`src/rtl/sps_pkg.sv`:
```
package sps_pkg;

    // one full step in tenths of a degree
    localparam logic signed [16:0] STEP_TENTHS = 17'sd18;
    localparam logic [7:0]         LOW_NIBBLE  = 8'h0F;

    // configuration register indexes
    localparam logic [1:0] CFG_DEADTIME_ENABLE = 2'd0;
    localparam logic [1:0] CFG_STEP_DELAY      = 2'd1;
    localparam logic [1:0] CFG_DEADTIME_DELAY  = 2'd2;

    // request kinds on the input side
    localparam logic MODE_POLL   = 1'b0;
    localparam logic MODE_EXPIRY = 1'b1;

    // reported motion state codes
    localparam logic [1:0] STATE_CODE_IDLE = 2'd0;
    localparam logic [1:0] STATE_CODE_DEAD = 2'd1;
    localparam logic [1:0] STATE_CODE_STEP = 2'd2;

    localparam logic [15:0] DEADTIME_DELAY_RESET = 16'd4;

    localparam int TDATA_IN_W  = 16;
    localparam int TDATA_OUT_W = 48;

    typedef enum logic [2:0] {
        PH_IDLE = 3'b001,
        PH_DEAD = 3'b010,
        PH_STEP = 3'b100
    } motion_phase_t;

    typedef struct packed {
        logic        deadtime_enable;
        logic [15:0] step_delay;
        logic [15:0] deadtime_delay;
    } cfg_t;

    typedef struct packed {
        logic [1:0]         phase_index;
        motion_phase_t      motion_phase;
        logic               turn_reverse;
        logic signed [15:0] shaft_angle;
        logic [7:0]         drive_latch;
    } motor_state_t;

    typedef struct packed {
        logic signed [15:0] angle_now;
        logic [1:0]         motion_state;
        logic [15:0]        delay_ticks;
        logic               delay_start;
        logic [7:0]         coil_drive;
    } result_t;

    // full-step drive pattern table
    function automatic logic [7:0] step_pattern(input logic [1:0] idx);
        logic [7:0] pat;
        case (idx)
            2'd0: pat = 8'h55;
            2'd1: pat = 8'h66;
            2'd2: pat = 8'hAA;
            2'd3: pat = 8'h99;
            default: pat = 8'h55;
        endcase
        return pat;
    endfunction

endpackage

```
`src/rtl/sps_step.sv`:
```
module sps_step (
    input  sps_pkg::cfg_t         cfg,
    input  sps_pkg::motor_state_t st,
    input  logic                  mode,
    input  logic signed [15:0]    target_angle,
    output sps_pkg::motor_state_t st_next,
    output sps_pkg::result_t      res
);
    import sps_pkg::*;

    logic signed [16:0] diff;
    logic signed [16:0] moved;
    logic               fwd;
    logic               rev;
    logic [1:0]         idx_adv;
    logic [7:0]         pat_new;

    // distance to target and the chosen direction
    assign diff = $signed({target_angle[15], target_angle})
                - $signed({st.shaft_angle[15], st.shaft_angle});
    assign fwd  = diff > STEP_TENTHS;
    assign rev  = diff < -STEP_TENTHS;

    // next table position in the chosen direction
    assign idx_adv = rev ? st.phase_index - 2'd1 : st.phase_index + 2'd1;
    assign pat_new = step_pattern(idx_adv);

    // angle after one finished step, before clamping
    assign moved = st.turn_reverse
                 ? $signed({st.shaft_angle[15], st.shaft_angle}) - STEP_TENTHS
                 : $signed({st.shaft_angle[15], st.shaft_angle}) + STEP_TENTHS;

    // sequencer update
    always_comb begin
        st_next         = st;
        res.delay_start = 1'b0;
        res.delay_ticks = '0;
        case (st.motion_phase)
            PH_IDLE: begin
                if (mode == MODE_POLL && (fwd || rev)) begin
                    st_next.turn_reverse = rev;
                    st_next.phase_index  = idx_adv;
                    res.delay_start      = 1'b1;
                    if (cfg.deadtime_enable) begin
                        // break before make: drop low-nibble bits about to fall
                        st_next.drive_latch  = st.drive_latch
                                             & ~(st.drive_latch & ~pat_new & LOW_NIBBLE);
                        res.delay_ticks      = cfg.deadtime_delay;
                        st_next.motion_phase = PH_DEAD;
                    end else begin
                        st_next.drive_latch  = pat_new;
                        res.delay_ticks      = cfg.step_delay;
                        st_next.motion_phase = PH_STEP;
                    end
                end
            end
            PH_DEAD: begin
                if (mode == MODE_EXPIRY) begin
                    st_next.drive_latch  = step_pattern(st.phase_index);
                    res.delay_start      = 1'b1;
                    res.delay_ticks      = cfg.step_delay;
                    st_next.motion_phase = PH_STEP;
                end
            end
            PH_STEP: begin
                if (mode == MODE_EXPIRY) begin
                    // saturate at the signed 16-bit range
                    case (moved[16:15])
                        2'b01:   st_next.shaft_angle = 16'sh7FFF;
                        2'b10:   st_next.shaft_angle = -16'sh8000;
                        default: st_next.shaft_angle = moved[15:0];
                    endcase
                    st_next.motion_phase = PH_IDLE;
                end
            end
            default: begin
                st_next.motion_phase = PH_IDLE;
            end
        endcase

        // reported fields
        case (st_next.motion_phase)
            PH_DEAD: res.motion_state = STATE_CODE_DEAD;
            PH_STEP: res.motion_state = STATE_CODE_STEP;
            default: res.motion_state = STATE_CODE_IDLE;
        endcase
        res.coil_drive = st_next.drive_latch;
        res.angle_now  = st_next.shaft_angle;
    end

endmodule

```
`src/rtl/stepper_phase_sequencer_deadtime.sv`:
```
// Full-step sequencer for one bipolar stepper channel with optional
// break-before-make. Each request on the s_ side is either a poll carrying a
// target angle in tenths of a degree (tuser 0) or a delay-expiry notice
// (tuser 1); each gives exactly one result on the m_ side with the coil drive
// pattern, a delay request, the motion state and the tracked angle. A request
// passes an input register and is then resolved into the result register;
// one request is taken every cycle while the result side keeps up, and the
// result register holds a finished result while the next request waits in
// the input register. Configuration takes effect at the write edge and
// should only be written while no request is in flight.
module stepper_phase_sequencer_deadtime (
    input  logic                               aclk,
    input  logic                               aresetn,
    // input requests
    input  logic                               s_tvalid,
    output logic                               s_tready,
    input  logic [sps_pkg::TDATA_IN_W-1:0]     s_tdata,   // [15:0] target_angle
    input  logic                               s_tuser,   // [0] mode
    // results
    output logic                               m_tvalid,
    input  logic                               m_tready,
    // [7:0] coil_drive, [8] delay_start, [24:9] delay_ticks,
    // [26:25] motion_state, [42:27] angle_now, [47:43] zero
    output logic [sps_pkg::TDATA_OUT_W-1:0]    m_tdata,
    // configuration writes
    input  logic                               cfg_wr_en,
    input  logic [1:0]                         cfg_addr,
    input  logic [15:0]                        cfg_wdata
);
    import sps_pkg::*;

    cfg_t         cfg_reg;
    motor_state_t st_reg;
    motor_state_t st_next;
    result_t      res_next;
    result_t      res_reg;

    logic               in_valid_reg;
    logic               in_mode_reg;
    logic signed [15:0] in_target_reg;
    logic               out_valid_reg;
    logic               advance;

    // handshake between input and result registers
    assign advance  = in_valid_reg && (!out_valid_reg || m_tready);
    assign s_tready = !in_valid_reg || advance;
    assign m_tvalid = out_valid_reg;
    assign m_tdata  = {{(TDATA_OUT_W - $bits(result_t)){1'b0}}, res_reg};

    // configuration registers
    always_ff @(posedge aclk) begin
        if (!aresetn) begin
            cfg_reg.deadtime_enable <= 1'b0;
            cfg_reg.step_delay      <= '0;
            cfg_reg.deadtime_delay  <= DEADTIME_DELAY_RESET;
        end else if (cfg_wr_en) begin
            case (cfg_addr)
                CFG_DEADTIME_ENABLE: cfg_reg.deadtime_enable <= cfg_wdata[0];
                CFG_STEP_DELAY:      cfg_reg.step_delay      <= cfg_wdata;
                CFG_DEADTIME_DELAY:  cfg_reg.deadtime_delay  <= cfg_wdata;
                default: ;
            endcase
        end
    end

    // input register
    always_ff @(posedge aclk) begin
        if (!aresetn) begin
            in_valid_reg <= 1'b0;
        end else if (s_tready) begin
            in_valid_reg <= s_tvalid;
        end
    end

    always_ff @(posedge aclk) begin
        if (s_tvalid && s_tready) begin
            in_mode_reg   <= s_tuser;
            in_target_reg <= s_tdata[15:0];
        end
    end

    sps_step u_step (
        .cfg          (cfg_reg),
        .st           (st_reg),
        .mode         (in_mode_reg),
        .target_angle (in_target_reg),
        .st_next      (st_next),
        .res          (res_next)
    );

    // sequencer state
    always_ff @(posedge aclk) begin
        if (!aresetn) begin
            st_reg.phase_index  <= 2'd0;
            st_reg.motion_phase <= PH_IDLE;
            st_reg.turn_reverse <= 1'b0;
            st_reg.shaft_angle  <= '0;
            st_reg.drive_latch  <= '0;
        end else if (advance) begin
            st_reg <= st_next;
        end
    end

    // result register
    always_ff @(posedge aclk) begin
        if (!aresetn) begin
            out_valid_reg <= 1'b0;
        end else if (advance) begin
            out_valid_reg <= 1'b1;
        end else if (m_tready) begin
            out_valid_reg <= 1'b0;
        end
    end

    always_ff @(posedge aclk) begin
        if (advance) begin
            res_reg <= res_next;
        end
    end

endmodule

```
`config.mk`:
```
export PLATFORM = sky130hd
export DESIGN_NAME = stepper_phase_sequencer_deadtime
export DESIGN_NICKNAME = d
export VERILOG_FILES = /design/src/rtl/sps_pkg.sv /design/src/rtl/sps_step.sv /design/src/rtl/stepper_phase_sequencer_deadtime.sv
export SDC_FILE = /design/constraint.sdc
export NUM_CORES = 1
export LEC_CHECK = 0
export ABC_AREA = 1
export BUFFER_PORTS_ARGS = -buffer_cell sky130_fd_sc_hd__clkbuf_2
export CORE_MARGIN = 4
export CORE_UTILIZATION = 25
export CTS_BUF_LIST = sky130_fd_sc_hd__clkbuf_16
export DETAILED_ROUTE_END_ITERATION = 8
export HOLD_SLACK_MARGIN = 0.08
export PLACE_DENSITY = 0.42
export SKIP_LAST_GASP = 1
export SLEW_MARGIN = 30
export SYNTH_ARGS = -nofsm -noshare
export SYNTH_HDL_FRONTEND = slang
export SYNTH_SLANG_ARGS = --single-unit
```
`constraint.sdc`:
```
create_clock -name aclk -period 3.6 [get_ports aclk]
set_input_delay 0.36 -clock aclk [delete_from_list [all_inputs] [get_ports aclk]]
set_output_delay 0.36 -clock aclk [all_outputs]
set_load 0.03 [all_outputs]
```
# --- After elaboration in Yosys (flattened, before gate mapping) ---
# Index checks and enable logic that the tools add are counted.
totals:
  regBits: 125
  latch_bits: 0
  ramBits: 0
  rom_bits: 0
  in_bits: 40
  word_cells: 83
  n_memories: 0
op_classes:
  add_sub_neg: 5
  mul: 0
  n_div: 0
  order_cmp: 2
  n_eq_ne: 15
  shifts: 0
  mux: 23
  bitwise: 5
  reduce_logical: 16
ops:
  columns: ["cell", "n"]
  rows:
  - ["case mux 8 bit (4 select lines)", 2]
  - ["2-to-1 mux 17 bit", 3]
  - ["2-to-1 mux 16 bit", 3]
  - ["case mux 17 bit (2 select lines)", 1]
  - ["case mux 16 bit (2 select lines)", 1]
  - ["2-to-1 mux 8 bit", 3]
  - ["adder 16 x 6 -> 17 bit (second input constant)", 1]
  - ["> comparator 17 x 6 -> 1 bit (second input constant)", 1]
  - ["< comparator 17 x 6 -> 1 bit (second input constant)", 1]
  - ["subtractor 16 x 16 -> 17 bit", 1]
  - ["subtractor 16 x 6 -> 17 bit (second input constant)", 1]
  - ["case mux 8 bit (2 select lines)", 1]
  - ["equality test 2 bit (second input constant)", 6]
  - ["2-to-1 mux 3 bit", 3]
  - ["case mux 3 bit (3 select lines)", 1]
  - ["bitwise AND 8 bit", 1]
  - ["equality test 2 x 1 -> 1 bit (second input constant)", 4]
  - ["inverter 4 -> 8 bit", 1]
  - ["equality test 3 x 2 -> 1 bit (second input constant)", 2]
  - ["equality test 3 bit (second input constant)", 2]
  - ["zero test 2 bit", 3]
  - ["AND reduction 2 bit", 3]
  - ["bitwise AND 4 bit", 1]
  - ["2-to-1 mux 4 bit", 1]
  - ["other kinds (13)", 19]

# --- Longest topological paths before layout ---
depth:
  word_depth: 12
  depth_mapped: 25
  ltp_nobuf: 25

# --- Cells and area by module ---
# A second synthesis with hierarchy kept.
unflattened:
  cells_unflattened: 1123
  area_unflattened_um2: 7955.1
modules_own_cells:
  columns: ["module", "instances", "cells_per_inst", "area_per_inst_um2"]
  rows:
  - ["stepper_phase_sequencer_deadtime", 1, 484, 4596.9]
  - ["sps_step", 1, 639, 3358.2]

# --- Worst setup path before layout ---
# No wires, ideal clock.
synth_timing:
  kind: "register -> register"
  start: "register st_reg[24] in the netlist's numbering"
  end: "register st_reg[20] in the netlist's numbering"
  setup_ps: 57
  t_arrival_ps: 3020
  t_required_ps: 3543
  setup_slack_ps: 523
  path_stages_with_launch: 21
  path_buffers: 0
  path_cell_list: "dfxtp_1 -> inv_1 -> ha_1 -> nand2_1 -> nor2_1 -> nand3_1 -> o2111ai_1 -> nand3_1 -> nand2_1 -> a2111oi_0 -> nor2_1 -> inv_1 -> ha_1 -> inv_1 -> nor2_2 -> clkinv_1 -> a21oi_1 -> o21ai_1 -> o211ai_1 -> o21ai_1 -> inv_1"
synth_rtl:
  columns: ["item", "line_no", "source"]
  rows:
  - ["from (decl)", "stepper_phase_sequencer_deadtime.sv:33", "motor_state_t st_reg;"]
  - ["from (signal assigned)", "stepper_phase_sequencer_deadtime.sv:100", "st_reg <= st_next;"]

==> flow_summary.toml <==
[outcome]
status = "completed"

[drt]
first_pass_iters = 4
drt_iter0_drc = 375
via_per_inst = 4.398
wire_per_inst_um = 14.39
ant_nets = 0
routed_wl_um = 20980
drc = 0
vias = 6413

[synth]
yosysTopAreaCell = "edfxtp_1"
ys_types = 47
avgSynthCellArea_sq_um = 7.581
synth_top_area_share_pct = 24.76
netlist_top_cells_area = "edfxtp_1 (25%), dfxtp_1 (18%), nand2_1 (11%)"
synth_flop_cell = "dfxtp_1"
async_reset_ff_share_pct = 0
synth-edff-count = 60
yosys_warnings = 0
syn_inst = 960
yosysSeqAreaShare_pct = 42.63
syn-cell-area_sq_um = 7278
synth_seq_cells = 125

[floorplan]
coreArea_sq_um = 28700
die_w_um = 178.6
row_count = 62
die_y_um = 178.6
die-area_sq_um = 31910
initial_core_util_pct = 25.36
pin_count = 90

[worst_hold_path]
hold_depth = 1
worstHoldPathType = "primary input to flop"
worstHoldEndpoint = "in_mode_reg"
min_from = "s_tuser"

[critical_path]
crit_arrival_ps = 3420
rr_worst_depth = 21
criticalPathCategory = "flop to flop"
regToRegEndpoint = "m_tdata[6]"
worstSetupEndpointType = "flop"
crit_required_ps = 3760
r2r_slack_ps = 340
critPathLaunchType = "flop"
cp_max_fo = 4
reg2reg_from = "in_target_reg[0]"

[layout]
syn_to_final_growth_pct = 22.35
diodes = 0
drive_gt1_share_pct = 16.85
layout_commonest_cell = "nand2_1"
fin_nets = 1143
largest_reg_flops = 43
fin_area_sq_um = 8905
mostFrequentLayoutCells = "nand2_1 (207), inv_1 (149), o21ai_0 (87)"
fillers = 3191

[pwr]
peakVddDrop_mv = 0.3556
p_leak_nw = 4.250
p_per_area_nw_per_um2 = 488.8

[flow_run]
cap_violations = 0

[grt]
antenna_found_initial = 2
first_global_vias = 6336
grt_use_total_pct = 13.52
grt_max_degree = 45
overflow = 0
grt_pass1_wl_um = 33670

[sta]
relSlewSlack_pct = 45.47
hold_violations = 0
rsz0062_at_grt = "yes"
fin_crit_ps = 3259
setup-violations-final = 0
slew_viol_final = 0
fin_ws_ps = 340.6
max_freq_mhz = 306.8
fin_skew_ps = 16.20
worst_pin_slew_ps = 817.1
post-route-period-util_pct = 90.54

[clocking]
clkLatencyLatePin_ps = 420
cts_hold_buffers = 0
clock-sinks = 125
cts_inserted_buffers = 17
postCtsSetupRepairBufs = 0
path_clk_slew_ps = 60
clockBufferDepth = 2
cts_tree = "done"
cts_max_level = 4
ctsRootBufferMaster = "clkbuf_16"

[placement]
gp_congestion = 0.7881
dp_hpwl_um = 15370
pre_cts_slack_ps = 236.0
placed_cell_area_sq_um = 8230
io_buffer_count = 84
-- routing by layer --
layer | part of all wire, % | vias up | GRT usage (%) | routed length, um
met2 | 45 | 127 | 21.36 | 9379
met1 | 49 | 2902 | 18.37 | 10210
li1 | - | 3362 | - | -
met3 | 5.2 | 18 | 3.497 | 1082
met4 | 1.3 | 4 | 3.582 | 276
met5 | 0.13 | - | 0 | 27
-- power by group --
part           internal [W]  leakage [nW]  switching, W  total (W)
combinational      0.000293          2.82      0.000578   0.000871
clock               0.00110         0.314      0.000747    0.00185
sequential          0.00159          1.12     0.0000428    0.00163
total               0.00299          4.25       0.00137    0.00435
-- layout make-up --
| cell class | instances | area [sq um] | share of cell area, % |
|---|---|---|---|
| clock buffer | 20 | 500.5 | 5.620 |
| clock inverter | 12 | 131.4 | 1.475 |
| inverter | 156 | 585.6 | 6.576 |
| multi-input combinational | 649 | 3472 | 38.99 |
| sequential | 125 | 3104 | 34.86 |
| tap | 384 | 480.5 | 5.396 |
| timing repair buffer | 112 | 630.6 | 7.082 |
-- per-stage QoR --
| step | util (%) | power, W | TNS, ps | hold WS (ps) | instances |
|---|---|---|---|---|---|
| finish | 31.02 | 0.004353 | 0 | 123.6 | 1458 |
| global route | 31.02 | 0.004602 | -15.97 | 101.1 | 1458 |
| CTS | 30.88 | 0.004403 | 0 | 104.6 | 1458 |
| detailed placement | 28.67 | 0.002531 | 0 | 448.3 | 1426 |
| global placement | 28.67 | 0.002533 | 0 | 448.0 | 1426 |
| floorplan | - | 0.002294 | 0 | 429.5 | 964 |
-- how the worst max path moves through the flow --
stage | startpoint | cells past startpoint | to
after floorplan | st_reg[24] | 20 | st_reg[20]
after global placement | st_reg[10] | 21 | m_tdata[6]
after detailed placement | st_reg[10] | 21 | m_tdata[6]
after CTS | st_reg[10] | 21 | m_tdata[6]
after global routing | in_target_reg[0] | 23 | st_reg[6]
final | in_target_reg[0] | 21 | m_tdata[6]
-- timing repair --
action                                  4_1_cts  5_1_grt
endpoints found under the setup margin        0       19
endpoints found under the hold margin         0        0
gates resized for setup                       0        9
-- kinds of logic after synthesis --
group	Yosys count	share of synthesized area (%)
AND/OR/NAND/NOR	406	24.27
other	1	0.05152
AO/OA/AOI/OAI	189	14.27
buffers and inverters	190	10.50
adder cells (fa/ha/maj)	42	7.427
XOR/XNOR	7	0.8424
flip-flops	125	42.63
-- critical path: stages (launching register included) --
cell	delay [ps]
edfxtp_1	330
inv_1	40
ha_1	200
fa_1	380
inv_1	140
nand3_2	110
nand2_2	120
nand3_2	80
nand3_1	110
nand4_1	110
nand2_1	80
nand2_1	50
nand2_1	100
inv_2	40
nand2_2	110
xor2_2	200
inv_1	80
ha_1	200
o31ai_1	220
nand3_1	110
nand3_1	130
nand2_1	70
-- synthesized netlist by cell type, types with 3 or more instances --
| master | number |
|---|---|
| nand2_1 | 207 |
| inv_1 | 150 |
| o21ai_0 | 87 |
| nor2_1 | 81 |
| nand3_1 | 71 |
| a21oi_1 | 67 |
| dfxtp_1 | 65 |
| edfxtp_1 | 60 |
| ha_1 | 40 |
| clkbuf_1 | 23 |
| nand2_2 | 11 |
| nand3_2 | 9 |
| nor3_1 | 9 |
| nand4_1 | 8 |
| o221ai_1 | 8 |
| buf_4 | 6 |
| o211ai_1 | 5 |
| o21ai_1 | 5 |
| inv_2 | 4 |
| xnor2_1 | 4 |
| xor2_1 | 3 |
No activity file was read; power rests on OpenSTA's default activity.
